==> src/sv/oal_pkg.sv <==
// Shared types, constants and codes for the ordered array list.
package oal_pkg;

  localparam int unsigned DEPTH = 16;
  localparam int unsigned IDX_W = (DEPTH > 1) ? $clog2(DEPTH) : 1;
  localparam int unsigned CNT_W = $clog2(DEPTH + 1);
  localparam int unsigned CMP_W = (CNT_W > 5) ? CNT_W : 5;
  localparam int unsigned VAL_W = 32;

  typedef enum logic [1:0] {
    REQ_INSERT = 2'd0,
    REQ_DELETE = 2'd1,
    REQ_READ   = 2'd2,
    REQ_FIND   = 2'd3
  } req_e;

  typedef enum logic [2:0] {
    ST_OK       = 3'd0,
    ST_BADPOS   = 3'd1,
    ST_FULL     = 3'd2,
    ST_EMPTY    = 3'd3,
    ST_NOTFOUND = 3'd4
  } status_e;

  typedef struct packed {
    logic             ins;
    logic             del;
    logic [CNT_W-1:0] pos;
    logic [CNT_W-1:0] cnt;
    logic [VAL_W-1:0] val;
  } cell_cmd_t;

endpackage

==> src/sv/oal_cell.sv <==
// One storage cell of the list row, shifting with its neighbors on insert and delete.
module oal_cell (
  input  logic                             clk_i,
  input  logic                             rst_ni,
  input  logic [oal_pkg::CNT_W-1:0]        idx_i,
  input  oal_pkg::cell_cmd_t               cmd_i,
  input  logic [oal_pkg::VAL_W-1:0]        left_i,
  input  logic [oal_pkg::VAL_W-1:0]        right_i,
  output logic [oal_pkg::VAL_W-1:0]        entry_o,
  output logic                             match_o
);

  logic [oal_pkg::VAL_W-1:0] entry_q;
  logic [oal_pkg::VAL_W-1:0] entry_d;
  logic [oal_pkg::CNT_W:0]   idx_p1;

  assign idx_p1 = {1'b0, idx_i} + {{oal_pkg::CNT_W{1'b0}}, 1'b1};

  always_comb begin
    entry_d = entry_q;
    if (cmd_i.ins) begin
      if (idx_i == cmd_i.pos) begin
        entry_d = cmd_i.val;
      end else if (idx_i > cmd_i.pos && idx_i <= cmd_i.cnt) begin
        entry_d = left_i;
      end
    end else if (cmd_i.del) begin
      if (idx_p1 == {1'b0, cmd_i.cnt}) begin
        entry_d = '0;
      end else if (idx_i >= cmd_i.pos && idx_p1 < {1'b0, cmd_i.cnt}) begin
        entry_d = right_i;
      end
    end
  end

  always_ff @(posedge clk_i or negedge rst_ni) begin
    if (!rst_ni) begin
      entry_q <= '0;
    end else begin
      entry_q <= entry_d;
    end
  end

  assign entry_o = entry_q;
  assign match_o = (entry_q == cmd_i.val) && (idx_i < cmd_i.cnt);

endmodule

==> src/sv/oal_ctrl.sv <==
// Request decode, status, length update, read selection and find encoding.
module oal_ctrl (
  input  logic                                          accept_i,
  input  logic [1:0]                                    req_type_i,
  input  logic [4:0]                                    position_i,
  input  logic [oal_pkg::VAL_W-1:0]                     item_value_i,
  input  logic [oal_pkg::CNT_W-1:0]                     count_i,
  input  logic [4:0]                                    capacity_i,
  input  logic [oal_pkg::DEPTH-1:0][oal_pkg::VAL_W-1:0] entries_i,
  input  logic [oal_pkg::DEPTH-1:0]                     match_i,
  output oal_pkg::cell_cmd_t                            cmd_o,
  output logic [oal_pkg::CNT_W-1:0]                     count_d_o,
  output oal_pkg::status_e                              status_o,
  output logic [oal_pkg::VAL_W-1:0]                     read_value_o,
  output logic [3:0]                                    found_position_o
);

  logic [oal_pkg::CMP_W-1:0] pos_w;
  logic [oal_pkg::CMP_W-1:0] cnt_w;
  logic [oal_pkg::CMP_W-1:0] cap_w;
  logic [oal_pkg::CMP_W-1:0] eff_cap;
  logic [oal_pkg::IDX_W-1:0] hit_idx;
  logic                      hit;
  logic                      do_ins;
  logic                      do_del;

  assign pos_w   = oal_pkg::CMP_W'(position_i);
  assign cnt_w   = oal_pkg::CMP_W'(count_i);
  assign cap_w   = oal_pkg::CMP_W'(capacity_i);
  assign eff_cap = (cap_w > oal_pkg::CMP_W'(oal_pkg::DEPTH)) ?
                   oal_pkg::CMP_W'(oal_pkg::DEPTH) : cap_w;

  always_comb begin
    hit     = 1'b0;
    hit_idx = '0;
    for (int i = oal_pkg::DEPTH - 1; i >= 0; i--) begin
      if (match_i[i]) begin
        hit     = 1'b1;
        hit_idx = oal_pkg::IDX_W'(i);
      end
    end
  end

  always_comb begin
    status_o         = oal_pkg::ST_OK;
    read_value_o     = '0;
    found_position_o = '0;
    do_ins           = 1'b0;
    do_del           = 1'b0;
    count_d_o        = count_i;
    case (oal_pkg::req_e'(req_type_i))
      oal_pkg::REQ_INSERT: begin
        if (pos_w > cnt_w) begin
          status_o = oal_pkg::ST_BADPOS;
        end else if (cnt_w >= eff_cap) begin
          status_o = oal_pkg::ST_FULL;
        end else begin
          do_ins    = 1'b1;
          count_d_o = count_i + oal_pkg::CNT_W'(1);
        end
      end
      oal_pkg::REQ_DELETE: begin
        if (cnt_w == '0) begin
          status_o = oal_pkg::ST_EMPTY;
        end else if (pos_w >= cnt_w) begin
          status_o = oal_pkg::ST_BADPOS;
        end else begin
          do_del    = 1'b1;
          count_d_o = count_i - oal_pkg::CNT_W'(1);
        end
      end
      oal_pkg::REQ_READ: begin
        if (pos_w >= cnt_w) begin
          status_o = oal_pkg::ST_BADPOS;
        end else begin
          read_value_o = entries_i[oal_pkg::IDX_W'(position_i)];
        end
      end
      oal_pkg::REQ_FIND: begin
        if (hit) begin
          found_position_o = 4'(hit_idx);
        end else begin
          status_o = oal_pkg::ST_NOTFOUND;
        end
      end
      default: begin
        status_o = oal_pkg::ST_OK;
      end
    endcase
  end

  assign cmd_o.ins = do_ins && accept_i;
  assign cmd_o.del = do_del && accept_i;
  assign cmd_o.pos = oal_pkg::CNT_W'(position_i);
  assign cmd_o.cnt = count_i;
  assign cmd_o.val = item_value_i;

endmodule

==> src/sv/ordered_array_list_top.sv <==
// Top level of the ordered array list: cell row, length register and result register.
// The list is held in a row of sixteen cells, one entry each. Every request
// (insert, delete, read or find) completes in the cycle of its transfer: the
// cells shift toward or away from their neighbors, a read selects one cell,
// and a find compares all cells at once and takes the lowest match.
// The result is registered, so it appears in the cycle after the request, and a
// new request is taken in every cycle unless a finished result is still
// waiting to be taken. The capacity register is written through its own
// channel, which is always ready.
module ordered_array_list_top (
  input  logic               clk_i,
  input  logic               rst_ni,
  input  logic               cfg_valid_i,
  output logic               cfg_ready_o,
  input  logic [4:0]         cfg_data_i,
  input  logic               in_valid_i,
  output logic               in_ready_o,
  input  logic [1:0]         req_type_i,
  input  logic [4:0]         position_i,
  input  logic signed [31:0] item_value_i,
  output logic               out_valid_o,
  input  logic               out_ready_i,
  output logic [2:0]         status_o,
  output logic signed [31:0] read_value_o,
  output logic [3:0]         found_position_o,
  output logic [4:0]         list_length_o
);

  logic                                          accept;
  logic [4:0]                                    cap_q;
  logic [oal_pkg::CNT_W-1:0]                     count_q;
  logic [oal_pkg::CNT_W-1:0]                     count_d;
  oal_pkg::cell_cmd_t                            cmd;
  logic [oal_pkg::DEPTH-1:0][oal_pkg::VAL_W-1:0] entries;
  logic [oal_pkg::DEPTH-1:0]                     match;
  oal_pkg::status_e                              status_d;
  logic [oal_pkg::VAL_W-1:0]                     read_d;
  logic [3:0]                                    found_d;
  logic                                          out_valid_q;
  logic [2:0]                                    status_q;
  logic [31:0]                                   read_q;
  logic [3:0]                                    found_q;
  logic [4:0]                                    length_q;

  assign in_ready_o  = !out_valid_q || out_ready_i;
  assign accept      = in_valid_i && in_ready_o;
  assign cfg_ready_o = 1'b1;

  oal_ctrl u_ctrl (
    .accept_i         (accept),
    .req_type_i       (req_type_i),
    .position_i       (position_i),
    .item_value_i     (item_value_i),
    .count_i          (count_q),
    .capacity_i       (cap_q),
    .entries_i        (entries),
    .match_i          (match),
    .cmd_o            (cmd),
    .count_d_o        (count_d),
    .status_o         (status_d),
    .read_value_o     (read_d),
    .found_position_o (found_d)
  );

  for (genvar g = 0; g < oal_pkg::DEPTH; g++) begin : g_cell
    logic [oal_pkg::VAL_W-1:0] left;
    logic [oal_pkg::VAL_W-1:0] right;

    if (g == 0) begin : g_first
      assign left = '0;
    end else begin : g_left
      assign left = entries[g-1];
    end

    if (g == oal_pkg::DEPTH - 1) begin : g_last
      assign right = '0;
    end else begin : g_right
      assign right = entries[g+1];
    end

    oal_cell u_cell (
      .clk_i   (clk_i),
      .rst_ni  (rst_ni),
      .idx_i   (oal_pkg::CNT_W'(g)),
      .cmd_i   (cmd),
      .left_i  (left),
      .right_i (right),
      .entry_o (entries[g]),
      .match_o (match[g])
    );
  end

  always_ff @(posedge clk_i or negedge rst_ni) begin
    if (!rst_ni) begin
      cap_q       <= 5'(oal_pkg::DEPTH);
      count_q     <= '0;
      out_valid_q <= 1'b0;
    end else begin
      if (cfg_valid_i) begin
        cap_q <= cfg_data_i;
      end
      if (accept) begin
        count_q     <= count_d;
        out_valid_q <= 1'b1;
      end else if (out_ready_i) begin
        out_valid_q <= 1'b0;
      end
    end
  end

  always_ff @(posedge clk_i) begin
    if (accept) begin
      status_q <= status_d;
      read_q   <= read_d;
      found_q  <= found_d;
      length_q <= 5'(count_d);
    end
  end

  assign out_valid_o      = out_valid_q;
  assign status_o         = status_q;
  assign read_value_o     = read_q;
  assign found_position_o = found_q;
  assign list_length_o    = length_q;

endmodule
==> config.mk <==
export PLATFORM = sky130hd
export DESIGN_NAME = ordered_array_list_top
export DESIGN_NICKNAME = d
export VERILOG_FILES = /design/src/sv/oal_pkg.sv /design/src/sv/oal_cell.sv /design/src/sv/oal_ctrl.sv /design/src/sv/ordered_array_list_top.sv
export SDC_FILE = /design/constraint.sdc
export NUM_CORES = 2
export LEC_CHECK = 0
export BUFFER_PORTS_ARGS = -buffer_cell sky130_fd_sc_hd__buf_2
export CELL_PAD_IN_SITES_DETAIL_PLACEMENT = 1
export CELL_PAD_IN_SITES_GLOBAL_PLACEMENT = 1
export CORE_MARGIN = 4
export CORE_UTILIZATION = 57
export DETAILED_ROUTE_END_ITERATION = 7
export GPL_ROUTABILITY_DRIVEN = 0
export GPL_TIMING_DRIVEN = 0
export PLACE_DENSITY = 0.88
export SETUP_SLACK_MARGIN = 0.3
export SLEW_MARGIN = 20
export SYNTH_ARGS = -nofsm -noshare
export SYNTH_HDL_FRONTEND = slang
export SYNTH_HIERARCHICAL = 1
export SYNTH_SLANG_ARGS = --single-unit
export TNS_END_PERCENT = 10
==> constraint.sdc <==
create_clock -name clk_i -period 9.5 [get_ports clk_i]
set_clock_uncertainty 0.1 [all_clocks]
set_input_delay 0.475 -clock clk_i [delete_from_list [all_inputs] [get_ports clk_i]]
set_output_delay 0.475 -clock clk_i [all_outputs]
set_load 0.05 [all_outputs]
==> metrics <==
final worst slack=4.49 ns; most frequent cells in the layout=mux2_2 (530), dfrtp_1 (522), conb_1 (417); vias in the first global route=47200; Slew Viols, Final=0; Main synth FF type=dfrtp_1; final hold vios=0; most common cell after layout, fill and taps aside=mux2_2; Sequential Power Share=0.340; VDD IR max=0.148 mV; Tmin final=5.01 ns; Slowest-stage cell, CP=and2_2; outcome=completed; largest net degree at the start of global routing=96; Area contributors post-synth=dfrtp_1 (26%), mux2_2 (12%), mux2_4 (9.9%), mux4_2 (7.1%), ha_1 (6.6%); final wirelength=216 mm; cell count after synthesis=4522; initial antenna violation count=26; wire length per cell=34.2 µm; Util after Layout=0.642; startpoint types=register; Die H=307 µm; Avg Synthesized Cell Area=11.3 µm²; Comb power frac=0.333; final setup TNS=0 ns; DR DRC count=0; Hold/Removal Path Class=input port to register; CORE AREA=88500 µm²; CP cell instances=clkbuf_1, inv_1, ha_1, a21o_1, a21oi_1, o2111ai_1, nor2_1, and2_2, o21ai_0, nor4_1, a21oi_1, a32oi_4, buf_6, mux2_2; vias per cell=7.08; Slew @ Worst Pin=1.35 ns; CTS Buffer Depth=3; area of the mapped netlist=50900 µm²; Max-slew headroom=0.0948; Switch Pwr=0.00326 W; area leader, netlist=dfrtp_1; insertion delay to the later sink of the worst-skew pair=0.67 ns; Clk pwr share=0.327; post-synthesis cell type count=67; layout cell share with drive strength beyond 1=0.275; Synth-to-Final Area Change=11.6%; # rows=109; Post-synth EDFFs=44; Synth async-reset ratio=0.922; power per cell area=151 nW/µm²; CP most frequent cell=a21oi_1; hold slack=0.0652 ns; Sw Share=0.379; f_max=200 MHz; total congestion overflow=0; Max-cap violations=0; Pleak=26.0 nW; crit path capture type=register; sequential area share after synthesis=0.283; crit share post-route=0.527; first-pass GRT wire length=317 mm; all-layer global routing usage=0.450; synth warn=6; CP Data Required Time=9.92 ns; clock sink count=567; CP max FO=16; DR iter-0 viols=5681; CTS tree=built; Num CTS Buffers=70; Max stage delay on crit path=0.63 ns; Ports=96; DR pass1 iterations=7; via count=44700; port bufs=60; DP HPWL=155 mm; post-route ant nets=0; worst path arrival time=5.43 ns; setup slack at placement=4.21 ns; Yosys reg bits=567; clk slew on worst S/H paths=0.06 ns; Filler cells=9259; Die W=307 µm; P_int=0.00534 W; Final Setup Violations=0; Final nets=5401; Die ar.=94200 µm²; Starting Density=0.575; post-synth top area share=0.257; RSZ-0062 raised after global routing=false; FF+latch area=14400 µm²; critical path type=register to register; area of the multi-input gates=35600 µm²; CTS Root Cell=clkbuf_16; H-tree levels=3; post_cts resized=0
## cells in the mapped netlist (10+ instances only)
| master | count |
|---|---|
| nand3_1 | 77 |
| ha_1 | 268 |
| nand2_1 | 216 |
| o21ai_0 | 208 |
| dfrtp_1 | 522 |
| mux2_2 | 530 |
| clkbuf_2 | 10 |
| a21oi_1 | 86 |
| mux2i_1 | 162 |
| xnor2_1 | 320 |
| a22o_1 | 352 |
| buf_4 | 45 |
| nor2_1 | 51 |
| nor3_1 | 15 |
| a211oi_1 | 13 |
| mux4_2 | 160 |
| xor2_1 | 242 |
| clkbuf_1 | 113 |
| nor4_1 | 82 |
| a21o_1 | 20 |
| nor2b_1 | 62 |
| buf_6 | 59 |
| nand4_1 | 98 |
| edfxtp_1 | 44 |
| mux2_4 | 335 |
| and3_1 | 40 |
| o21ai_1 | 12 |
| buf_2 | 54 |
| inv_1 | 187 |
| nand2b_1 | 21 |
## what timing repair did
item                      CTS  global route
hold buffers                7             0
buffers inserted            0             0
hold endpoints to repair   98             0
## power by group through the flow
stage          Combinational (W)  Clock, W  Sequential, W
5_1_grt                  0.00302   0.00291        0.00294
3_5_place_dp             0.00266         0        0.00294
6_report                 0.00286   0.00281        0.00293
3_3_place_gp             0.00248         0        0.00291
4_1_cts                  0.00273   0.00280        0.00291
2_1_floorplan            0.00183         0        0.00284
## per-layer routing
layer,track usage,share of wire
met5,0,0.00031
met4,0.404,0.12
met3,0.108,0.096
met2,0.692,0.44
met1,0.525,0.35
## critical path, delay by kind of cell (launching register included)
| kind | cells | cell delay (ns) |
|---|---|---|
| flops | 1 | 0.41 |
| simple gates | 3 | 1.36 |
| buf+inv | 3 | 0.74 |
| fa+ha+maj | 1 | 0.21 |
| mux | 1 | 0.35 |
| compound gates | 6 | 1.65 |
## metrics by stage
stage	cells	power [W]	cell area, µm²
2_1_floorplan	4937	0.00467	52500
3_3_place_gp	6162	0.00538	54200
3_5_place_dp	6169	0.00560	54400
4_1_cts	6302	0.00844	56800
5_1_grt	6309	0.00887	56800
6_report	6320	0.00860	56800
## final timing paths
path | startpoint | end | slack [ns] | depth (start not counted)
worst max-delay path | count_q[2] | g_cell[9].u_cell/entry_o[19] | 4.49 | 14
worst min-delay path | cfg_valid_i | cap_q[4] | 0.07 | 2
worst max register to register | count_q[2] | g_cell[9].u_cell/entry_o[19] | 4.49 | 14
worst min register to register | cap_q[0] | cap_q[0] | 0.42 | 1
max in group asynchronous | rst_ni | g_cell[11].u_cell/entry_o[14] | 6.59 | 6
min in group asynchronous | rst_ni | cap_q[1] | 0.29 | 2
## logic make-up (layout without fill, tap and decap cells)
family	count (synthesis)	after routing	synth area share
flip-flops	567	567	0.283
buffers and inverters	474	675	0.0485
AO/OA/AOI/OAI	763	763	0.114
AND/OR/NAND/NOR	690	690	0.0709
XOR/XNOR	562	562	0.0967
adder cells (fa/ha/maj)	268	268	0.0658
multiplexers	1196	1196	0.321
other	2	434	0.000147
## registers in the layout, indices dropped and copies added, names as in the netlist
name                   count
g_cell.u_cell/entry_o    512
read_value_o              32
cap_q                      5
count_q                    5
list_length_o              5
found_position_o           4
status_o                   3
out_valid_o                1
## cell type report
cell class / instances / area share
Inverter: 188 / 0.0125
Clock buffer: 95 / 0.0354
Multi-Input combinational cell: 3896 / 0.626
Sequential cell: 567 / 0.253
Tap cell: 1165 / 0.0256
Buffer: 286 / 0.0311
Clock inverter: 31 / 0.00484
Timing Repair Buffer: 75 / 0.00995
Antenna cell: 17 / 0.000748
(Power assumes the default switching activity.)
